**config.mk**
```make
export PLATFORM = sky130hd
export DESIGN_NAME = pulse_saw_sound_unit
export DESIGN_NICKNAME = d
export VERILOG_FILES = /design/src/rtl/core/psu_pkg.sv /design/src/rtl/core/pulse_saw_sound_unit.sv
export SDC_FILE = /design/constraint.sdc
export NUM_CORES = 1
export LEC_CHECK = 0
export BUFFER_PORTS_ARGS = -buffer_cell sky130_fd_sc_hd__clkbuf_2
export CORE_ASPECT_RATIO = 1.1
export CORE_MARGIN = 4
export CORE_UTILIZATION = 59
export CTS_CLUSTER_SIZE = 40
export DETAILED_ROUTE_END_ITERATION = 16
export PLACE_DENSITY = 0.91
export SLEW_MARGIN = 30
export SYNTH_ARGS = -nofsm -noshare
export SYNTH_HDL_FRONTEND = slang
export SYNTH_SLANG_ARGS = --single-unit
```
**constraint.sdc**
```tcl
create_clock -name clk -period 5 [get_ports clk]
set_input_delay 0.5 -clock clk [delete_from_list [all_inputs] [get_ports clk]]
set_output_delay 0.5 -clock clk [all_outputs]
set_load 0.02 [all_outputs]
```
**src/rtl/core/psu_pkg.sv**
```systemverilog
`timescale 1ns / 1ps

package psu_pkg;

    localparam int PERIOD_W  = 12;
    localparam int SHIFT_W   = 4;
    localparam int VOLUME_W  = 4;
    localparam int STEP_W    = 4;
    localparam int RATE_W    = 6;
    localparam int ACC_W     = 8;
    localparam int REACT_W   = 3;
    localparam int SAW_LVL_W = 5;
    localparam int PULSES    = 2;

    // request kinds
    localparam logic REQ_WRITE = 1'b0;
    localparam logic REQ_TICK  = 1'b1;

    // blocks
    localparam logic [1:0] BLOCK_PULSE_A = 2'd0;
    localparam logic [1:0] BLOCK_PULSE_B = 2'd1;
    localparam logic [1:0] BLOCK_SAW     = 2'd2;
    localparam logic [1:0] BLOCK_NONE    = 2'd3;

    // registers within a block
    localparam logic [1:0] REG_CTRL      = 2'd0;
    localparam logic [1:0] REG_PERIOD_LO = 2'd1;
    localparam logic [1:0] REG_PERIOD_HI = 2'd2;
    localparam logic [1:0] REG_GLOBAL    = 2'd3;

    localparam logic [RATE_W-1:0]  RATE_MASK    = 6'h3F;
    localparam int                 ENABLE_BIT   = 7;
    localparam int                 HALT_BIT     = 0;
    localparam int                 SHIFT16_BIT  = 1;
    localparam int                 SHIFT256_BIT = 2;
    localparam logic [SHIFT_W-1:0] SHIFT_NONE   = 4'd0;
    localparam logic [SHIFT_W-1:0] SHIFT_16X    = 4'd4;
    localparam logic [SHIFT_W-1:0] SHIFT_256X   = 4'd8;
    localparam logic [STEP_W-1:0]  STEP_RESTART = 4'd15;
    localparam logic [REACT_W-1:0] SAW_ADDS     = 3'd6;

    typedef struct packed {
        logic       req_type;
        logic [1:0] block_sel;
        logic [1:0] reg_sel;
        logic [7:0] data;
    } psu_req_t;

    typedef struct packed {
        logic [VOLUME_W-1:0]  pulse_a_level;
        logic [VOLUME_W-1:0]  pulse_b_level;
        logic [SAW_LVL_W-1:0] saw_level;
    } psu_res_t;

    function automatic logic [PERIOD_W-1:0] eff_period(
        input logic [PERIOD_W-1:0] period,
        input logic [SHIFT_W-1:0]  shift
    );
        return period >> shift;
    endfunction

    // divider is pulled down to the effective period when it exceeds it
    function automatic logic [PERIOD_W-1:0] clamp_div(
        input logic [PERIOD_W-1:0] div,
        input logic [PERIOD_W-1:0] period,
        input logic [SHIFT_W-1:0]  shift
    );
        logic [PERIOD_W-1:0] lim;
        lim = eff_period(period, shift);
        return (div > lim) ? lim : div;
    endfunction

endpackage

```
**src/rtl/core/pulse_saw_sound_unit.sv**
```systemverilog
`timescale 1ns / 1ps

// Two pulse channels and one sawtooth channel driven by a stream of request
// words, each either a register write or one chip clock tick. Every accepted
// request yields exactly one result word with the three channel levels as
// they stand after that request. While the result side keeps up, a request
// is accepted in every cycle, and its result is in the output register in the
// cycle after acceptance. State update and level decode are one combinational
// pass from the request port to the state and result registers. A one-word
// skid entry behind the result register takes one more request while the
// result side is stalled; after that req_stall holds the request side until
// the output register is taken.
module pulse_saw_sound_unit
    import psu_pkg::*;
(
    input  logic     clk,
    input  logic     rst_n,
    input  logic     req_valid,
    output logic     req_stall,
    input  psu_req_t req,
    output logic     res_valid,
    input  logic     res_stall,
    output psu_res_t res
);

    logic [7:0]          pulse_ctrl_reg    [PULSES];
    logic [7:0]          pulse_ctrl_next   [PULSES];
    logic [PERIOD_W-1:0] pulse_period_reg  [PULSES];
    logic [PERIOD_W-1:0] pulse_period_next [PULSES];
    logic [PERIOD_W-1:0] pulse_div_reg     [PULSES];
    logic [PERIOD_W-1:0] pulse_div_next    [PULSES];
    logic [STEP_W-1:0]   pulse_step_reg    [PULSES];
    logic [STEP_W-1:0]   pulse_step_next   [PULSES];
    logic                pulse_on_reg      [PULSES];
    logic                pulse_on_next     [PULSES];

    logic [RATE_W-1:0]   ramp_rate_reg,      ramp_rate_next;
    logic [PERIOD_W-1:0] ramp_period_reg,    ramp_period_next;
    logic [PERIOD_W-1:0] ramp_div_reg,       ramp_div_next;
    logic [ACC_W-1:0]    ramp_acc_reg,       ramp_acc_next;
    logic [REACT_W-1:0]  ramp_reactions_reg, ramp_reactions_next;
    logic                ramp_half_reg,      ramp_half_next;
    logic                ramp_on_reg,        ramp_on_next;
    logic                halted_reg,         halted_next;
    logic [SHIFT_W-1:0]  shift_reg,          shift_next;

    logic                pulse_expire [PULSES];
    logic                ramp_expire;
    logic [VOLUME_W-1:0] pulse_level  [PULSES];

    psu_res_t result;
    psu_res_t out_reg;
    psu_res_t skid_reg;
    logic     out_valid_reg;
    logic     skid_valid_reg;
    logic     accept;
    logic     out_take;

    assign req_stall = skid_valid_reg;
    assign accept    = req_valid && !skid_valid_reg;
    assign out_take  = out_valid_reg && !res_stall;
    assign res_valid = out_valid_reg;
    assign res       = out_reg;

    // divider expiry on a tick: the incremented count passes the effective period
    always_comb
    begin
        for (int ch = 0; ch < PULSES; ch++)
        begin
            pulse_expire[ch] = ({1'b0, pulse_div_reg[ch]} + 13'd1) >
                               {1'b0, eff_period(pulse_period_reg[ch], shift_reg)};
        end
        ramp_expire = ({1'b0, ramp_div_reg} + 13'd1) >
                      {1'b0, eff_period(ramp_period_reg, shift_reg)};
    end

    always_comb
    begin
        for (int ch = 0; ch < PULSES; ch++)
        begin
            pulse_ctrl_next[ch]   = pulse_ctrl_reg[ch];
            pulse_period_next[ch] = pulse_period_reg[ch];
            pulse_div_next[ch]    = pulse_div_reg[ch];
            pulse_step_next[ch]   = pulse_step_reg[ch];
            pulse_on_next[ch]     = pulse_on_reg[ch];
        end
        ramp_rate_next      = ramp_rate_reg;
        ramp_period_next    = ramp_period_reg;
        ramp_div_next       = ramp_div_reg;
        ramp_acc_next       = ramp_acc_reg;
        ramp_reactions_next = ramp_reactions_reg;
        ramp_half_next      = ramp_half_reg;
        ramp_on_next        = ramp_on_reg;
        halted_next         = halted_reg;
        shift_next          = shift_reg;

        if (accept)
        begin
            if (req.req_type == REQ_WRITE)
            begin
                if (req.block_sel == BLOCK_PULSE_A && req.reg_sel == REG_GLOBAL)
                begin
                    halted_next = req.data[HALT_BIT];
                    if (req.data[SHIFT256_BIT])
                        shift_next = SHIFT_256X;
                    else if (req.data[SHIFT16_BIT])
                        shift_next = SHIFT_16X;
                    else
                        shift_next = SHIFT_NONE;
                    for (int ch = 0; ch < PULSES; ch++)
                    begin
                        pulse_div_next[ch] = clamp_div(pulse_div_reg[ch],
                                                       pulse_period_reg[ch], shift_next);
                    end
                    ramp_div_next = clamp_div(ramp_div_reg, ramp_period_reg, shift_next);
                end
                else if (req.block_sel == BLOCK_PULSE_A || req.block_sel == BLOCK_PULSE_B)
                begin
                    for (int ch = 0; ch < PULSES; ch++)
                    begin
                        if (req.block_sel == 2'(ch))
                        begin
                            unique case (req.reg_sel)
                                REG_CTRL:
                                begin
                                    pulse_ctrl_next[ch] = req.data;
                                end
                                REG_PERIOD_LO:
                                begin
                                    pulse_period_next[ch] = {pulse_period_reg[ch][11:8],
                                                             req.data};
                                    pulse_div_next[ch] = clamp_div(pulse_div_reg[ch],
                                                                   pulse_period_next[ch],
                                                                   shift_reg);
                                end
                                REG_PERIOD_HI:
                                begin
                                    pulse_period_next[ch] = {req.data[3:0],
                                                             pulse_period_reg[ch][7:0]};
                                    pulse_div_next[ch] = clamp_div(pulse_div_reg[ch],
                                                                   pulse_period_next[ch],
                                                                   shift_reg);
                                    if (!pulse_on_reg[ch])
                                        pulse_step_next[ch] = STEP_RESTART;
                                    pulse_on_next[ch] = req.data[ENABLE_BIT];
                                end
                                REG_GLOBAL:
                                begin
                                    // only block 0 owns the global register
                                end
                            endcase
                        end
                    end
                end
                else if (req.block_sel == BLOCK_SAW)
                begin
                    unique case (req.reg_sel)
                        REG_CTRL:
                        begin
                            ramp_rate_next = req.data[RATE_W-1:0] & RATE_MASK;
                        end
                        REG_PERIOD_LO:
                        begin
                            ramp_period_next = {ramp_period_reg[11:8], req.data};
                            ramp_div_next = clamp_div(ramp_div_reg, ramp_period_next,
                                                      shift_reg);
                        end
                        REG_PERIOD_HI:
                        begin
                            ramp_period_next = {req.data[3:0], ramp_period_reg[7:0]};
                            ramp_div_next = clamp_div(ramp_div_reg, ramp_period_next,
                                                      shift_reg);
                            if (!ramp_on_reg)
                            begin
                                ramp_acc_next       = '0;
                                ramp_reactions_next = '0;
                                ramp_half_next      = 1'b0;
                            end
                            ramp_on_next = req.data[ENABLE_BIT];
                        end
                        REG_GLOBAL:
                        begin
                        end
                    endcase
                end
            end
            else if (!halted_reg)
            begin
                for (int ch = 0; ch < PULSES; ch++)
                begin
                    if (pulse_on_reg[ch])
                    begin
                        if (pulse_expire[ch])
                        begin
                            pulse_div_next[ch]  = '0;
                            pulse_step_next[ch] = pulse_step_reg[ch] - 4'd1;
                        end
                        else
                        begin
                            pulse_div_next[ch] = pulse_div_reg[ch] + 12'd1;
                        end
                    end
                end
                if (ramp_on_reg)
                begin
                    if (ramp_expire)
                    begin
                        ramp_div_next  = '0;
                        ramp_half_next = !ramp_half_reg;
                        // accumulator reacts on every second expiry
                        if (ramp_half_reg)
                        begin
                            if (ramp_reactions_reg >= SAW_ADDS)
                            begin
                                ramp_acc_next       = '0;
                                ramp_reactions_next = '0;
                            end
                            else
                            begin
                                ramp_acc_next       = ramp_acc_reg + ACC_W'(ramp_rate_reg);
                                ramp_reactions_next = ramp_reactions_reg + 3'd1;
                            end
                        end
                    end
                    else
                    begin
                        ramp_div_next = ramp_div_reg + 12'd1;
                    end
                end
            end
        end
    end

    always_comb
    begin
        for (int ch = 0; ch < PULSES; ch++)
        begin
            if (pulse_on_next[ch] && (pulse_ctrl_next[ch][7] ||
                pulse_step_next[ch] <= {1'b0, pulse_ctrl_next[ch][6:4]}))
                pulse_level[ch] = pulse_ctrl_next[ch][3:0];
            else
                pulse_level[ch] = '0;
        end
        result.pulse_a_level = pulse_level[0];
        result.pulse_b_level = pulse_level[1];
        result.saw_level     = ramp_on_next ? ramp_acc_next[7:3] : '0;
    end

    always_ff @(posedge clk or negedge rst_n)
    begin
        if (!rst_n)
        begin
            for (int ch = 0; ch < PULSES; ch++)
            begin
                pulse_ctrl_reg[ch]   <= '0;
                pulse_period_reg[ch] <= '0;
                pulse_div_reg[ch]    <= '0;
                pulse_step_reg[ch]   <= '0;
                pulse_on_reg[ch]     <= 1'b0;
            end
            ramp_rate_reg      <= '0;
            ramp_period_reg    <= '0;
            ramp_div_reg       <= '0;
            ramp_acc_reg       <= '0;
            ramp_reactions_reg <= '0;
            ramp_half_reg      <= 1'b0;
            ramp_on_reg        <= 1'b0;
            halted_reg         <= 1'b0;
            shift_reg          <= '0;
        end
        else
        begin
            for (int ch = 0; ch < PULSES; ch++)
            begin
                pulse_ctrl_reg[ch]   <= pulse_ctrl_next[ch];
                pulse_period_reg[ch] <= pulse_period_next[ch];
                pulse_div_reg[ch]    <= pulse_div_next[ch];
                pulse_step_reg[ch]   <= pulse_step_next[ch];
                pulse_on_reg[ch]     <= pulse_on_next[ch];
            end
            ramp_rate_reg      <= ramp_rate_next;
            ramp_period_reg    <= ramp_period_next;
            ramp_div_reg       <= ramp_div_next;
            ramp_acc_reg       <= ramp_acc_next;
            ramp_reactions_reg <= ramp_reactions_next;
            ramp_half_reg      <= ramp_half_next;
            ramp_on_reg        <= ramp_on_next;
            halted_reg         <= halted_next;
            shift_reg          <= shift_next;
        end
    end

    // result register with one skid word behind it
    always_ff @(posedge clk or negedge rst_n)
    begin
        if (!rst_n)
        begin
            out_valid_reg  <= 1'b0;
            skid_valid_reg <= 1'b0;
        end
        else if (skid_valid_reg)
        begin
            if (out_take)
                skid_valid_reg <= 1'b0;
        end
        else if (accept)
        begin
            if (out_valid_reg && !out_take)
                skid_valid_reg <= 1'b1;
            else
                out_valid_reg <= 1'b1;
        end
        else if (out_take)
        begin
            out_valid_reg <= 1'b0;
        end
    end

    always_ff @(posedge clk)
    begin
        if (skid_valid_reg)
        begin
            if (out_take)
                out_reg <= skid_reg;
        end
        else if (accept)
        begin
            if (out_valid_reg && !out_take)
                skid_reg <= result;
            else
                out_reg <= result;
        end
    end

endmodule
```
== Word level (Yosys, flattened, before mapping) ==
Index checks and enable logic that the tools add are counted.

* Bits in registers: 150
* Input bits: 17
* Output and inout bits: 15

* Bitwise operators: 6
* Shifts and indexed selects: 12
* Eq/ne operators: 27
* Mux-type cells: 118
* Order comparisons: 15
* Reduce and logical (&&, ||, !) cells: 40
* Add/sub/neg operators: 10

{| class="wikitable"
|+ Operators with widths
! kind !! number
|-
| 12-bit two-way mux || 22
|-
| 8-bit two-way mux || 21
|-
| 12-bit by 4-bit right shift with 12-bit output || 12
|-
| 12-bit greater-than comparator || 9
|-
| 24-bit two-way mux || 4
|-
| 12-bit one-hot mux with 2 select lines || 4
|-
| 16-bit two-way mux || 4
|-
| 4-bit two-way mux || 16
|-
| 13-bit two-way mux || 4
|-
| 7-bit AND reduction || 6
|-
| 12-bit by 1-bit adder with 13-bit output (second input constant) || 3
|-
| 13-bit by 12-bit greater-than comparator with 1-bit output || 3
|-
| 12-bit by 1-bit adder with 12-bit output (second input constant) || 3
|-
| 3-bit two-way mux || 12
|-
| 9-bit AND reduction || 4
|-
| 1-bit two-way mux || 26
|-
| 4-bit != test (second input constant) || 6
|-
| 2-bit by 1-bit != test with 1-bit output (second input constant) || 6
|-
| 2-bit != test (second input constant) || 6
|-
| 3-bit AND reduction || 4
|-
| 3-bit nonzero test || 4
|-
| 10-bit AND reduction || 1
|-
| 3-bit by 2-bit != test with 1-bit output (second input constant) || 3
|-
| 8-bit by 6-bit adder with 8-bit output || 1
|-
| other kinds (17) || 44
|}

== Depth between registers and ports, before layout ==
* Depth after elaboration: 14
* Mapped depth: 23
* Gate-level depth less buffers: 22

== Worst setup path before layout ==
Ideal clock, no wire load.

* Kind: reg-to-reg
* From: register shift_reg[3]
* To: register out_reg, in the netlist res[10] (data pin)
* Path slack: 0.094 ns
* Library setup time: 0.267 ns
* Period minus slack after synthesis: 4.906 ns
* Arrival: 4.639 ns
* Cell stages (with the launch flop): 21
* Path through: dfrtp_1 -> clkbuf_1 -> clkbuf_1 -> buf_1 -> buf_1 -> a21o_1 -> ha_1 -> a211oi_1 -> nor2_1 -> a2111o_1 -> o21ai_1 -> a21oi_1 -> a211o_1 -> ha_1 -> nor2b_1 -> o21a_1 -> o21ai_0 -> a211oi_1 -> o21ai_1 -> a22oi_4 -> o31ai_1

{| class="wikitable"
|+ RTL lines
! element !! line !! text
|-
| start: declaration || pulse_saw_sound_unit.sv:45 || <nowiki>logic [SHIFT_W-1:0] shift_reg, shift_next;</nowiki>
|-
| start signal: assignment || pulse_saw_sound_unit.sv:289 || <nowiki>shift_reg <= shift_next;</nowiki>
|-
| end signal: assignment || pulse_saw_sound_unit.sv:324 || <nowiki>out_reg <= skid_reg;</nowiki>
|-
| end signal: assignment || pulse_saw_sound_unit.sv:331 || <nowiki>out_reg <= result;</nowiki>
|-
| end: declaration || pulse_saw_sound_unit.sv:52 || <nowiki>psu_res_t out_reg;</nowiki>
|}

==> flow_summary.yaml <==
clocking:
  cts_tree: "built"
  postCtsHoldBufs: 0
  cts.sinks: 148
  postCtsSetupBuffers: 0
  cts_buffer_depth: 2
  cts_max_level: 4
  clk_latency_ns: 0.44
  numCtsBuffers: 17
  root_buffer: "clkbuf_16"
  clkTransAtPathRegs_ns: 0.08
floorplan:
  die_h_um: 166.1
  coreArea_mm2: 0.02225
  start_util_pct: 60.26
  die_x_um: 151.7
  die_area_mm2: 0.02521
  io_pins: 32
  rows: 57
setup_path:
  path_class: "reg -> reg"
  critPathCaptureType: "register"
  crit_fanout: 5
  required_ns: 5.25
  path_delay_family: "simple AND/OR/NAND/NOR gates"
  crit_path_start_kind: "register"
  critPathBufInv: 0
  max_stage_delay_ns: 0.49
  crit_chain: "ha_4, nand3_1, nor2_2, and3_1, nand3_1, xnor2_2, ha_1, a21o_1, a21oi_2, or3b_2, o21ai_2, a21oi_2, and2_1, a32oi_2, ha_1, nor2b_1, o21a_1, o21ai_1, nand2_1, a21oi_4, nor3_4, nor3_1"
  crit_slowest_cell: "or3b_2"
  arrival_ns: 5.14
min_path:
  hp-class: "in -> async"
sta:
  layout_min_cycle_time_ns: 4.885
  fmax_ghz: 0.2047
  final_hold_viol_count: 0
  totalNegativeSetupSlack_ns: 0
  fin_crit_sh_pct: 97.71
  fin_skew_ns: 0.01279
  worst_pin_slew_ns: 1.121
  finalSetupViolCount: 0
  timing.final.max_slew_violations: 0
  hold_slack_ns: 0.1235
  slew_headroom_pct: 24.63
  fin_ws_ns: 0.1145
synthesis:
  ys_seq_area_share_pct: 28.59
  synth_top_family_by_area: "compound AO/OA/AOI/OAI gates"
  synthArstFlopShare_pct: 82.43
  synth-seq-cells: 148
  synth_top_cell_by_area: "dfrtp_1"
  synthCells: 1535
  synth_edf_count: 26
  synth_fa_ha_area_share_pct: 16.01
  yosys-top-cells-area: "dfrtp_1 23%, ha_1 16%, edfxtp_1 5.8%"
  syn_nets: 1723
  synth_mux_area_share_pct: 8.790
  syn-cell-area_mm2: 0.01341
  synthFlopType: "dfrtp_1"
  synth_xor_xnor_area_share_pct: 2.286
  synth_simple_gate_area_share_pct: 18.03
  synth.distinct_cells: 77
  ys_warn_count: 0
  synth_compound_area_share_pct: 21.98
  synth_top_area_share_pct: 22.77
  postSynthAreaPerCell_um2: 8.736
grt:
  grt_pass1_wl_um: 69350
  grt_remaining_overflow: 0
  grt.total_usage_pct: 35.25
  grt_start_max_net_pins: 59
  antenna_found_initial: 0
  grt_pass1_vias: 12560
route:
  first_pass_iters: 6
  wl_um: 44830
  vias: 12940
  drtIter0Drc: 1768
  drc: 0
  ant_nets: 0
  viasPerCell: 6.984
  wl_per_cell_um: 24.19
final_layout:
  n_fill_cell: 1768
  drive_gt1_share_pct: 14.57
  diodes: 0
  final_util_pct: 65.99
  final_area_mm2: 0.01468
  area_delta_synth_final_pct: 9.508
  nets: 1733
placement:
  post-dp-hpwl_um: 32520
  io_buffers: 31
  placed_cell_area_mm2: 0.01396
  gp_congestion: 1.092
  post-place-ws_ns: -0.05001
power:
  p_leak_nw: 6.691
  powerDensity_mw_per_mm2: 524.3
  peakVddDrop_uv: 390.3
outcome:
  status: "completed"
run:
  drv_cap: 0
-- where the power goes --
| part | internal, mW | total, mW | leakage, nW | switching, mW |
|---|---|---|---|---|
| logic | 1.76 | 4.23 | 4.56 | 2.47 |
| registers | 1.59 | 2.09 | 1.83 | 0.502 |
| clock network | 0.764 | 1.38 | 0.298 | 0.616 |
-- layer usage --
layer,up-vias,GRT usage (%),routed length [um]
met2,886,52.86,19740
met4,0,20.79,3242
li1,5724,-,-
met1,6070,46.69,16960
met5,-,0,0
met3,261,7.396,4889
-- cell type report --
cell class                      count  area, um^2  share of cell area [%]
Multi-Input combinational cell   1243        9119                   62.10
Sequential cell                   148        3839                   26.14
Timing Repair Buffer               80       538.0                   3.664
Clock buffer                       18       429.2                   2.923
Tap cell                          295       369.1                   2.514
Inverter                           55       206.4                   1.406
Clock inverter                     14       183.9                   1.253
-- repair_timing --
| item | in CTS | in global routing |
|---|---|---|
| resized for setup | 4 | 27 |
| hold endpoints to repair | 0 | 0 |
| pin swaps | 0 | 3 |
| cloned | 0 | 0 |
| setup endpoints to repair | 8 | 16 |
-- per-stage QoR --
step / total power [mW] / std cells
after global routing: 8.194 / 1853
after floorplan: 4.813 / 1535
after CTS: 7.491 / 1853
final: 7.699 / 1853
after detailed placement: 6.057 / 1821
after global placement: 5.898 / 1821
-- cell usage in the layout (no fill, tap or decap), drive strengths merged, types with 12 or more instances in the layout --
master / instances
nand4: 31
a21oi: 139
nand3: 40
ha: 170
mux2i: 48
xnor2: 23
nor2: 69
a211oi: 25
o21ai: 68
nand2b: 33
nor2b: 28
inv: 63
a221o: 16
dfrtp: 122
and3: 21
nor3: 25
or2: 17
edfxtp: 26
clkbuf: 48
o31ai: 13
mux2: 61
o211ai: 21
nand2: 176
buf: 50
a21o: 60
xor2: 12
-- cell families (layout without fill, tap and decap cells) --
family                   Yosys count  count (layout)
flip-flops                       148             148
AND/OR/NAND/NOR                  489             489
adder cells (fa/ha/maj)          171             171
AO/OA/AOI/OAI                    439             439
multiplexers                     109             109
XOR/XNOR                          35              35
buffers and inverters            144             167
-- worst register-to-register path, stage by stage, from the launching register on --
cell and delay (ns):
dfrtp_2 0.44, ha_4 0.19, nand3_1 0.11, nor2_2 0.16
and3_1 0.20, nand3_1 0.12, xnor2_2 0.19, ha_1 0.35
a21o_1 0.21, a21oi_2 0.17, or3b_2 0.49, o21ai_2 0.16
a21oi_2 0.11, and2_1 0.21, a32oi_2 0.26, ha_1 0.28
nor2b_1 0.13, o21a_1 0.16, o21ai_1 0.16, nand2_1 0.12
a21oi_4 0.20, nor3_4 0.09, nor3_1 0.20
-- worst paths after layout --
| check | start | slack [ns] | end | cells after the start |
|---|---|---|---|---|
| hold / removal | rst_n | 0.12 | ramp_div_reg[2] | 1 |
| hold reg to reg | pulse_ctrl_reg[5] | 0.50 | pulse_ctrl_reg[5] | 1 |
| max in group asynchronous | rst_n | 3.69 | pulse_div_reg[12] | 2 |
| setup / recovery | pulse_div_reg[0] | 0.11 | skid_reg[7] | 22 |
| min in group clk | res_stall | 0.31 | req_stall | 3 |
| setup reg to reg | pulse_div_reg[0] | 0.11 | skid_reg[7] | 22 |
-- synthesized netlist by cell type, drive strengths merged, types with 33 or more instances --
master	n
nand2	176
ha	170
a21oi	139
dfrtp	122
nor2	69
o21ai	68
clkbuf	66
mux2	61
a21o	60
inv	54
mux2i	48
nand3	40
nand2b	33
No activity file was read; power rests on OpenSTA's default activity.
